==> src/hw/rtl/uart_16550_register_block_macros.svh <==
// Assertion macros for the UART register window.
// Included by files that carry concurrent checks; depends on nothing.
`ifndef UART_16550_REGISTER_BLOCK_MACROS_SVH
`define UART_16550_REGISTER_BLOCK_MACROS_SVH

// same-cycle implication, clocked on clock, off during reset
`define U16550_ASSERT_NOW(label, ante, cons, msg) \
   label: assert property (@(posedge clock) disable iff (reset) (ante) |-> (cons)) \
      else $error(msg);

// next-cycle implication, clocked on clock, off during reset
`define U16550_ASSERT_NEXT(label, ante, cons, msg) \
   label: assert property (@(posedge clock) disable iff (reset) (ante) |=> (cons)) \
      else $error(msg);

`endif

==> src/hw/rtl/u16550_pkg.sv <==
// Shared types, constants and helpers of the UART register window.
// No dependencies; used by the top level.
package u16550_pkg;

   localparam int FIFO_DEPTH = 128;
   localparam int AW = $clog2(FIFO_DEPTH);

   typedef enum logic [1:0] {
      OP_READ  = 2'd0,
      OP_WRITE = 2'd1,
      OP_LINE  = 2'd2,
      OP_SLOT  = 2'd3
   } op_type;

   typedef enum logic [2:0] {
      REG_DATA  = 3'd0,
      REG_IER   = 3'd1,
      REG_IIR   = 3'd2,
      REG_LCR   = 3'd3,
      REG_MCR   = 3'd4,
      REG_LSR   = 3'd5,
      REG_MSR   = 3'd6,
      REG_SCR   = 3'd7
   } addr_type;

   localparam logic [3:0] IIR_NONE = 4'd1;
   localparam logic [3:0] IIR_THRE = 4'd2;
   localparam logic [3:0] IIR_RDA  = 4'd4;
   localparam logic [3:0] IIR_RLS  = 4'd6;

   localparam logic [7:0] IIR_FIFO_BITS = 8'hC0;

   // mask a character to the word length in LCR bits 1:0
   function automatic logic [7:0] word_mask(input logic [1:0] code);
      logic [7:0] m;
      case (code)
         2'd0:    m = 8'h1F;
         2'd1:    m = 8'h3F;
         2'd2:    m = 8'h7F;
         default: m = 8'hFF;
      endcase
      return m;
   endfunction

   // highest pending source by priority
   function automatic logic [3:0] iir_code(input logic [3:0] ie, input logic ovr,
                                           input logic head_fe, input logic rx_any,
                                           input logic thre);
      logic [3:0] c;
      if (ie[2] && (ovr || head_fe))  c = IIR_RLS;
      else if (ie[0] && rx_any)       c = IIR_RDA;
      else if (ie[1] && thre)         c = IIR_THRE;
      else                            c = IIR_NONE;
      return c;
   endfunction

endpackage

==> src/hw/rtl/u16550_ram.sv <==
// Generic single-write, single-read RAM with registered read data.
// No dependencies; read returns the old entry on a same-cycle write.
module u16550_ram #(
   parameter int WIDTH = 8,
   parameter int DEPTH = 128
) (
   input  logic                     clock,
   input  logic                     wr_en,
   input  logic [$clog2(DEPTH)-1:0] wr_addr,
   input  logic [WIDTH-1:0]         wr_data,
   input  logic                     rd_en,
   input  logic [$clog2(DEPTH)-1:0] rd_addr,
   output logic [WIDTH-1:0]         rd_data
);

   logic [WIDTH-1:0] mem [DEPTH];

   // write port
   always_ff @(posedge clock) begin
      if (wr_en) begin
         mem[wr_addr] <= wr_data;
      end
   end

   // registered read, held while not enabled
   always_ff @(posedge clock) begin
      if (rd_en) begin
         rd_data <= mem[rd_addr];
      end
   end

endmodule

==> src/hw/rtl/uart_16550_register_block.sv <==
// UART 16550-style register window: bus access, line receive, transmit slots.
// Path: an accepted request beat passes the read stage (RAM read), then the output register.
// Throughput: one request beat per cycle while req_stall is low; the FIFO RAM reads pipeline behind control state.
// A request is held off only while the read stage is full and the output register is full and stalled.
// Reset (synchronous, active high) clears all control state; FIFO RAM contents stay
// undefined and are never read before written.
`include "uart_16550_register_block_macros.svh"
module uart_16550_register_block (
   input  logic       clock,
   input  logic       reset,
   input  logic       req_valid,
   output logic       req_stall,
   input  logic [1:0] req_opcode,
   input  logic [2:0] req_reg_addr,
   input  logic [7:0] req_write_data,
   input  logic [7:0] req_line_char,
   input  logic       req_line_frame_error,
   output logic       rsp_valid,
   input  logic       rsp_stall,
   output logic [7:0] rsp_read_data,
   output logic       rsp_irq,
   output logic       rsp_tx_valid,
   output logic [7:0] rsp_tx_char,
   output logic [1:0] rsp_tx_word_code,
   output logic       rsp_tx_parity_on,
   output logic       rsp_tx_parity_bit,
   output logic       rsp_tx_two_stop
);
   import u16550_pkg::*;

   // control state
   logic [AW-1:0] rx_head_ff, rx_head_in, tx_head_ff, tx_head_in;
   logic [AW:0]   rx_fill_ff, rx_fill_in, tx_fill_ff, tx_fill_in;
   logic [3:0]    ie_ff, ie_in;
   logic [7:0]    lcr_ff, lcr_in;
   logic          fifo_on_ff, fifo_on_in;
   logic [4:0]    mcr_ff, mcr_in;
   logic [7:0]    scr_ff, scr_in;
   logic          ovr_ff, ovr_in;
   logic          thre_ff, thre_in;
   logic          fe_clr_ff, fe_clr_in;
   logic          fe_hold_ff;

   // read stage
   logic          s1_valid_ff;
   logic          s1_rbr_ff, s1_rbr_in;
   logic          s1_tx_ff, s1_tx_in;
   logic [7:0]    s1_rd_ff, s1_rd_in;
   logic          s1_fwd_ff, s1_fwd_in;
   logic          s1_fwd_fe_ff;

   // output register
   logic          rsp_valid_ff, rsp_valid_in;
   logic [7:0]    rsp_rd_ff, rsp_tc_ff;
   logic          rsp_irq_ff, rsp_tv_ff, rsp_pon_ff, rsp_pb_ff, rsp_ts_ff;
   logic [1:0]    rsp_wc_ff;

   // RAM ports
   logic          rx_wr_en, tx_wr_en;
   logic [AW-1:0] rx_wr_addr, tx_wr_addr;
   logic [8:0]    rx_wr_data;
   logic [8:0]    rx_rd_a, rx_rd_b;
   logic [7:0]    tx_rd;

   logic          accept, out_load;
   logic [AW:0]   cap;
   logic          cur_fe, fe_eff;
   logic [3:0]    code_now;
   op_type        op;
   addr_type      addr;

   logic [7:0]    tc, mask;
   logic          pb;

   assign op       = op_type'(req_opcode);
   assign addr     = addr_type'(req_reg_addr);
   assign out_load = s1_valid_ff && (!rsp_valid_ff || !rsp_stall);
   assign req_stall = s1_valid_ff && !out_load;
   assign accept   = req_valid && !req_stall;
   assign cap      = fifo_on_ff ? (AW+1)'(FIFO_DEPTH) : (AW+1)'(1);

   // FE of the head entry: fresh RAM data after a read, else the held copy
   assign cur_fe   = s1_valid_ff ? (s1_fwd_ff ? s1_fwd_fe_ff : rx_rd_b[8]) : fe_hold_ff;
   assign fe_eff   = cur_fe && !fe_clr_ff && (rx_fill_ff != '0);
   assign code_now = iir_code(ie_ff, ovr_ff, fe_eff, rx_fill_ff != '0, thre_ff);

   // next control state for the accepted beat
   always_comb begin
      rx_head_in = rx_head_ff;
      rx_fill_in = rx_fill_ff;
      tx_head_in = tx_head_ff;
      tx_fill_in = tx_fill_ff;
      ie_in      = ie_ff;
      lcr_in     = lcr_ff;
      fifo_on_in = fifo_on_ff;
      mcr_in     = mcr_ff;
      scr_in     = scr_ff;
      ovr_in     = ovr_ff;
      thre_in    = thre_ff;
      fe_clr_in  = fe_clr_ff;
      s1_rbr_in  = 1'b0;
      s1_tx_in   = 1'b0;
      s1_rd_in   = '0;
      rx_wr_en   = 1'b0;
      rx_wr_addr = rx_head_ff + rx_fill_ff[AW-1:0];
      rx_wr_data = {req_line_frame_error, req_line_char};
      tx_wr_en   = 1'b0;
      tx_wr_addr = tx_head_ff + tx_fill_ff[AW-1:0];
      unique case (op)
         OP_READ: begin
            unique case (addr)
               REG_DATA: begin
                  if (rx_fill_ff != '0) begin
                     rx_head_in = rx_head_ff + AW'(1);
                     rx_fill_in = rx_fill_ff - (AW+1)'(1);
                     fe_clr_in  = 1'b0;
                     s1_rbr_in  = 1'b1;
                  end
               end
               REG_IER: s1_rd_in = {4'd0, ie_ff};
               REG_IIR: begin
                  if (code_now == IIR_THRE) thre_in = 1'b0;
                  s1_rd_in = {4'd0, code_now} | (fifo_on_ff ? IIR_FIFO_BITS : 8'd0);
               end
               REG_LCR: s1_rd_in = lcr_ff;
               REG_MCR: s1_rd_in = {3'd0, mcr_ff};
               REG_LSR: begin
                  s1_rd_in = {2'd0, tx_fill_ff == '0, 1'b0, fe_eff, 1'b0, ovr_ff,
                              rx_fill_ff != '0};
                  ovr_in = 1'b0;
                  if (rx_fill_ff != '0) fe_clr_in = 1'b1;
               end
               REG_MSR: s1_rd_in = '0;
               REG_SCR: s1_rd_in = scr_ff;
            endcase
         end
         OP_WRITE: begin
            unique case (addr)
               REG_DATA: begin
                  if (tx_fill_ff < cap) begin
                     tx_wr_en   = 1'b1;
                     tx_fill_in = tx_fill_ff + (AW+1)'(1);
                  end
                  thre_in = 1'b0;
               end
               REG_IER: begin
                  ie_in = req_write_data[3:0];
                  if (req_write_data[1] && tx_fill_ff == '0) thre_in = 1'b1;
               end
               REG_IIR: begin
                  if (req_write_data[0] != fifo_on_ff) begin
                     fifo_on_in = req_write_data[0];
                     rx_head_in = '0;
                     rx_fill_in = '0;
                     tx_head_in = '0;
                     tx_fill_in = '0;
                     thre_in    = 1'b1;
                  end
                  if (req_write_data[1]) begin
                     rx_head_in = '0;
                     rx_fill_in = '0;
                  end
                  if (req_write_data[2]) begin
                     tx_head_in = '0;
                     tx_fill_in = '0;
                     thre_in    = 1'b1;
                  end
               end
               REG_LCR: lcr_in = req_write_data;
               REG_MCR: mcr_in = req_write_data[4:0];
               REG_SCR: scr_in = req_write_data;
               REG_LSR, REG_MSR: ;
            endcase
         end
         OP_LINE: begin
            if (rx_fill_ff < cap) begin
               rx_wr_en   = 1'b1;
               rx_fill_in = rx_fill_ff + (AW+1)'(1);
               if (rx_fill_ff == '0) fe_clr_in = 1'b0;
            end else begin
               ovr_in = 1'b1;
            end
         end
         OP_SLOT: begin
            if (tx_fill_ff != '0) begin
               tx_head_in = tx_head_ff + AW'(1);
               tx_fill_in = tx_fill_ff - (AW+1)'(1);
               if (tx_fill_ff == (AW+1)'(1)) thre_in = 1'b1;
               s1_tx_in = 1'b1;
            end
         end
      endcase
      // forward a push that lands on the new head in the same cycle
      s1_fwd_in = rx_wr_en && (rx_wr_addr == rx_head_in);
   end

   // control registers advance on an accepted beat
   always_ff @(posedge clock) begin
      if (reset) begin
         rx_head_ff <= '0;
         rx_fill_ff <= '0;
         tx_head_ff <= '0;
         tx_fill_ff <= '0;
         ie_ff      <= '0;
         lcr_ff     <= '0;
         fifo_on_ff <= 1'b0;
         mcr_ff     <= '0;
         scr_ff     <= '0;
         ovr_ff     <= 1'b0;
         thre_ff    <= 1'b0;
         fe_clr_ff  <= 1'b0;
         fe_hold_ff <= 1'b0;
      end else begin
         fe_hold_ff <= cur_fe;
         if (accept) begin
            rx_head_ff <= rx_head_in;
            rx_fill_ff <= rx_fill_in;
            tx_head_ff <= tx_head_in;
            tx_fill_ff <= tx_fill_in;
            ie_ff      <= ie_in;
            lcr_ff     <= lcr_in;
            fifo_on_ff <= fifo_on_in;
            mcr_ff     <= mcr_in;
            scr_ff     <= scr_in;
            ovr_ff     <= ovr_in;
            thre_ff    <= thre_in;
            fe_clr_ff  <= fe_clr_in;
         end
      end
   end

   // read stage: hold the beat while the RAM data lands
   always_ff @(posedge clock) begin
      if (reset) begin
         s1_valid_ff <= 1'b0;
      end else if (accept) begin
         s1_valid_ff <= 1'b1;
      end else if (out_load) begin
         s1_valid_ff <= 1'b0;
      end
   end

   always_ff @(posedge clock) begin
      if (accept) begin
         s1_rbr_ff    <= s1_rbr_in;
         s1_tx_ff     <= s1_tx_in;
         s1_rd_ff     <= s1_rd_in;
         s1_fwd_ff    <= s1_fwd_in;
         s1_fwd_fe_ff <= req_line_frame_error;
      end
   end

   // receive FIFO: port A pops the head, port B looks ahead at the new head
   u16550_ram #(.WIDTH(9), .DEPTH(FIFO_DEPTH)) u_rx_ram_a (
      .clock   (clock),
      .wr_en   (accept && rx_wr_en),
      .wr_addr (rx_wr_addr),
      .wr_data (rx_wr_data),
      .rd_en   (accept),
      .rd_addr (rx_head_ff),
      .rd_data (rx_rd_a)
   );

   u16550_ram #(.WIDTH(9), .DEPTH(FIFO_DEPTH)) u_rx_ram_b (
      .clock   (clock),
      .wr_en   (accept && rx_wr_en),
      .wr_addr (rx_wr_addr),
      .wr_data (rx_wr_data),
      .rd_en   (accept),
      .rd_addr (rx_head_in),
      .rd_data (rx_rd_b)
   );

   u16550_ram #(.WIDTH(8), .DEPTH(FIFO_DEPTH)) u_tx_ram (
      .clock   (clock),
      .wr_en   (accept && tx_wr_en),
      .wr_addr (tx_wr_addr),
      .wr_data (req_write_data),
      .rd_en   (accept),
      .rd_addr (tx_head_ff),
      .rd_data (tx_rd)
   );

   // finish the beat: mask characters, form parity
   assign mask = word_mask(lcr_ff[1:0]);
   assign tc   = s1_tx_ff ? (tx_rd & mask) : 8'd0;
   always_comb begin
      if (!lcr_ff[3])     pb = 1'b0;
      else if (lcr_ff[5]) pb = !lcr_ff[4];
      else if (lcr_ff[4]) pb = ^tc;
      else                pb = !(^tc);
   end

   // output register
   assign rsp_valid_in = out_load || (rsp_valid_ff && rsp_stall);
   always_ff @(posedge clock) begin
      if (reset) begin
         rsp_valid_ff <= 1'b0;
      end else begin
         rsp_valid_ff <= rsp_valid_in;
      end
   end

   always_ff @(posedge clock) begin
      if (out_load) begin
         rsp_rd_ff  <= s1_rbr_ff ? (rx_rd_a[7:0] & mask) : s1_rd_ff;
         rsp_irq_ff <= code_now != IIR_NONE;
         rsp_tv_ff  <= s1_tx_ff;
         rsp_tc_ff  <= tc;
         rsp_wc_ff  <= s1_tx_ff ? lcr_ff[1:0] : 2'd0;
         rsp_pon_ff <= s1_tx_ff && lcr_ff[3];
         rsp_pb_ff  <= s1_tx_ff && pb;
         rsp_ts_ff  <= s1_tx_ff && lcr_ff[2];
      end
   end

   assign rsp_valid         = rsp_valid_ff;
   assign rsp_read_data     = rsp_rd_ff;
   assign rsp_irq           = rsp_irq_ff;
   assign rsp_tx_valid      = rsp_tv_ff;
   assign rsp_tx_char       = rsp_tc_ff;
   assign rsp_tx_word_code  = rsp_wc_ff;
   assign rsp_tx_parity_on  = rsp_pon_ff;
   assign rsp_tx_parity_bit = rsp_pb_ff;
   assign rsp_tx_two_stop   = rsp_ts_ff;

   // checks
   `U16550_ASSERT_NOW(a_rx_cap, 1'b1, rx_fill_ff <= cap, "receive fill beyond capacity")
   `U16550_ASSERT_NOW(a_tx_cap, 1'b1, tx_fill_ff <= cap, "transmit fill beyond capacity")
   `U16550_ASSERT_NEXT(a_s1_load, accept, s1_valid_ff, "accepted beat lost in read stage")

endmodule
==> config.mk <==
export PLATFORM = sky130hd
export DESIGN_NAME = uart_16550_register_block
export DESIGN_NICKNAME = d
export VERILOG_FILES = /design/src/hw/rtl/u16550_pkg.sv /design/src/hw/rtl/u16550_ram.sv /design/src/hw/rtl/uart_16550_register_block.sv
export VERILOG_INCLUDE_DIRS = /design/src /design/src/hw/rtl
export SDC_FILE = /design/constraint.sdc
export NUM_CORES = 2
export LEC_CHECK = 0
export BUFFER_PORTS_ARGS = -buffer_cell sky130_fd_sc_hd__buf_2
export CAP_MARGIN = 20
export CELL_PAD_IN_SITES_DETAIL_PLACEMENT = 1
export CELL_PAD_IN_SITES_GLOBAL_PLACEMENT = 2
export CORE_MARGIN = 8
export CORE_UTILIZATION = 57
export CTS_CLUSTER_DIAMETER = 60
export CTS_CLUSTER_SIZE = 40
export DETAILED_ROUTE_END_ITERATION = 16
export PLACE_DENSITY_LB_ADDON = 0.1
export SETUP_SLACK_MARGIN = 0.15
export SYNTH_ARGS = -nofsm -noshare
export SYNTH_HDL_FRONTEND = slang
export SYNTH_HIERARCHICAL = 1
export SYNTH_SLANG_ARGS = --single-unit
==> constraint.sdc <==
create_clock -name clock -period 12 [get_ports clock]
set_input_delay 1.8 -clock clock [delete_from_list [all_inputs] [get_ports clock]]
set_output_delay 1.8 -clock clock [all_outputs]
set_load 0.01 [all_outputs]
# Word level (Yosys, flattened, before mapping)
# Memories as Yosys holds them, arrays and structs flattened. A register that Yosys moved wholly into a read port is not among the register bits.
# Index checks and enable logic that the tools add are counted.
classes:
  bitwise_logic: 3
  addsub: 8
  n_eq_ne: 37
  muxes: 68
  reduce_logical: 51
  magnitude_cmp: 2
op_table:
  columns: ["operator", "count"]
  rows:
  - ["$mux 8", 13]
  - ["$mux 7", 9]
  - ["$pmux 8 s3", 2]
  - ["$pmux 8 s6", 1]
  - ["$pmux 8 s2", 2]
  - ["$mux 1", 31]
  - ["$pmux 7 s2", 2]
  - ["$ne 2x2->1 const B", 11]
  - ["$ne 3x3->1 const B", 7]
  - ["$add 8x1->8 const B", 2]
  - ["$and 8x8->8", 2]
  - ["$logic_and 1x1->1", 16]
  - ["$logic_not 8->1", 2]
  - ["$lt 8x8->1", 2]
  - ["$reduce_bool 8->1", 2]
  - ["$sub 8x1->8 const B", 2]
  - ["$add 7x1->7 const B", 2]
  - ["$add 7x7->7", 2]
  - ["$reduce_and 7->1", 2]
  - ["$reduce_and 3->1", 4]
  - ["$eq 3x3->1 const B", 3]
  - ["$reduce_and 9->1", 1]
  - ["$eq 8x1->1 const B", 1]
  - ["$or 4x8->8", 1]
  - ["26 further kinds", 47]
word_totals:
  word_cells: 200
  regBits: 97
  mem_count: 3
  output_inout_bits: 25
  inputBits: 26
  ram_bits: 3328
memory_table:
  columns: ["name", "words", "width", "read_ports", "rd_ports_with_merged_regs", "wr", "line", "rtl"]
  rows:
  - ["u_rx_ram_a.mem", 128, 9, 1, 1, 1, "u16550_ram.sv:16", "logic [WIDTH-1:0] mem [DEPTH];"]
  - ["u_rx_ram_b.mem", 128, 9, 1, 1, 1, "u16550_ram.sv:16", null]
  - ["u_tx_ram.mem", 128, 8, 1, 1, 1, "u16550_ram.sv:16", null]

# Longest topological paths before layout
logic_depth:
  depth_word: 11
  depth_mapped: 13
  depth_no_buf: 12

# Cells and area by module
# Netlist, hierarchy kept.
modules_own_cells:
  columns: ["module", "cells_each", "area_each_um2", "instances"]
  rows:
  - ["u16550_ram (u_rx_ram_a ...)", 1816, 44619.0, 2]
  - ["u16550_ram (u_tx_ram)", 1635, 39745.6, 1]
  - ["uart_16550_register_block", 681, 6050.8, 1]

# Worst setup path after synthesis
# No wires, ideal clock.
synth_path:
  kind: "input port to flip-flop"
  startpoint: "input req_opcode[1]"
  endpoint: "register u_rx_ram_b.rd_data[0] (read register of u_rx_ram_b.mem), data pin"
  t_required_ns: 11.740
  slack_ns: 6.583
  path_stages: 12
  arrival_time_ns: 5.157
  setup_time_ns: 0.260
  cell_sequence: "buf_2 -> clkbuf_1 -> or3_1 -> mux2i_1 -> a21o_1 -> buf_2 -> clkbuf_1 -> buf_1 -> mux4_2 -> mux4_2 -> mux4_2 -> mux2_2"
synth_between:
  elab_chain_cells: 2
  elab_cells_between_ends: 3
synth_lines:
  columns: ["element", "line", "rtl"]
  rows:
  - ["start: declaration", "uart_16550_register_block.sv:13", "input logic [1:0] req_opcode,"]
  - ["$eq 2x1->1 or $logic_not 2->1 (tied branches)", "uart_16550_register_block.sv:109", "unique case (op)"]
  - ["$pmux 7 s2 *", "uart_16550_register_block.sv:109", null]
  - ["net rx_head_in[2]", "uart_16550_register_block.sv:32", "logic [AW-1:0] rx_head_ff, rx_head_in, tx_head_ff, tx_head_in;"]
  - ["end: declaration", "u16550_ram.sv:13", "output logic [WIDTH-1:0] rd_data"]
# The timed path passes the listed nets; every way through them passes the cells marked *.
# A chain may end at the register's enable or synchronous reset.

==> flow_summary.yaml <==
sta:
  timing_max_transition_violations_final: 0
  setup-violations-final: 0
  worst_slew_margin_rel: 0.227
  fmaxAchievable_mhz: 179
  final.min_clock_period_ns: 5.59
  grt_setup_unrepaired: "false"
  fin_ws_ns: 6.41
  fin_skew_ns: 0.0402
  worst-slew-pin-transition_ns: 1.15
  fin_tns_setup_ns: 0
  period_utilisation_layout: 0.466
  hold_viol: 0
power_and_ir_drop:
  power.ir.vdd_worst_uv: 169
  power-per-cell-area_mw_per_mm2: 152
  finalPower_mw: 15.0
  p_leak_nw: 29.4
floorplanning:
  io_pins: 51
  start_util: 0.572
  coreArea_mm2: 0.160
  die_height_um: 417
  die_area_mm2: 0.174
  rows: 147
  die_w_um: 417
route:
  ant_nets: 0
  m1WireLength_um: 89700
  number_of_vias_per_cell_after_detailed_routing: 6.60
  post_drt_wl_per_cell_um: 33.5
  dr_total_vias: 43374
  drt-total-wl_um: 220000
  drc: 0
  first_pass_iters: 5
  dr.first_iter.drc_count: 4573
  top_layer: "met4"
  met2_wirelength_um: 112000
  met3_wl_post_dr_um: 12500
layout:
  synthToLayoutAreaGrowth_pct: 8.02
  finish.instance_area_mm2: 0.0989
  top_regs: "u_rx_ram_a/mem (1024), u_tx_ram/mem (1024), u_rx_ram_b/mem (128)"
  final_nets: 4419
  layout.cells.most_common: "edfxtp_1"
  drive_gt1_frac: 0.261
  mostFrequentLayoutCells: "edfxtp_1 (2228), mux4_2 (714), nor2_1 (446)"
  fillerInstances: 12925
place:
  dp.final_hpwl_um: 137000
  place_worst_setup_slack_ns: 5.88
  placed_area_mm2: 0.0938
  place.port_buffers: 50
  routability_congestion_estimate_from_global_placement: 0.798
critical_path:
  worstSetupStartpointType: "register"
  worst-setup-path-type: "reg2reg"
  crit_arrival_ns: 6.13
  highest_net_fanout_along_the_worst_path: 44
  critical_path_required_ns: 12.54
  end_kind: "register"
synth:
  ys.warnings.count: 6
  number_of_instances_in_the_synthesized_netlist: 4400
  synth.net_count: 4455
  syn_area_per_cell_um2: 20.8
  total_standard_cell_area_after_synthesis_mm2: 0.0916
grt:
  grtUsageTotal: 0.253
  grt_overflow: 0
  grt_start_max_net_pins: 145
  grt_pass1_vias: 44835
  grt_antenna_before_repair: 6
  grt_pass1_wl_um: 322000
hold_path:
  timing.hold.worst.class: "reg2reg"
job:
  max_cap_viol_count: 0
cts:
  clk_root_buffer_cell: "clkbuf_16"
  cts_tree: "done"
  postCtsSetupBuffers: 0
  clkSlewWorstSetupHoldPaths_ns: 0.09
  cts.sink_count: 2290
  cts_resized: 0
  clock_network_latency_to_the_later_pin_of_the_worst_skew_pair_ns: 0.80
  cts_max_path_buffers: 3
  cts_hold_buf: 0
  h-tree-depth: 4
  cts_buffers: 144
outcome:
  outcome: "finished, final reports clean"
==> layout make-up <==
type	instances	area (µm²)	area share
antenna	4	10.0	0.000101
clock inverter	106	1280	0.0130
multi-input combinational	1753	21900	0.221
tap	2086	2610	0.0264
inverter	38	143	0.00144
clock buffer	157	3760	0.0380
sequential	2290	68200	0.689
timing repair buffer	137	1020	0.0104
==> through the flow <==
stage,util,hold slack [ns],cells
floorplan,-,0.438,4400
detailed placement,0.586,0.477,6303
global route,0.618,0.531,6567
global placement,0.586,0.456,6296
finish,0.618,0.487,6571
CTS,0.618,0.488,6566
==> path summary, 6_finish.rpt <==
check	endpoint	cells past startpoint	start	slack [ns]
max	u_tx_ram/rd_data[3]	7	tx_head_ff[0]	6.41
max reg2reg	u_tx_ram/rd_data[3]	7	tx_head_ff[0]	6.41
min reg2reg	fe_clr_ff	2	fe_clr_ff	0.49
min	fe_clr_ff	2	fe_clr_ff	0.49
==> critical path: stages, from the launching register on <==
cell	delay [ns]
dfxtp_4	0.76
buf_4	0.85
buf_4	0.84
buf_4	0.78
mux4_2	0.65
mux4_2	0.55
mux4_2	0.52
mux2_2	0.29
==> power breakdown <==
group / total (mW) / leakage [nW] / switching (mW) / internal, mW
logic: 0.732 / 6.34 / 0.477 / 0.254
registers: 8.82 / 20.6 / 0.0391 / 8.78
clock network: 5.46 / 2.44 / 2.85 / 2.61
==> per-layer routing <==
layer  GRT usage  vias to the layer above
li1            -                    17971
met1       0.358                    23657
met2       0.425                     1480
met3      0.0337                      266
met4      0.0627                        0
met5           0                        -
No activity file was read; power rests on OpenSTA's default activity.
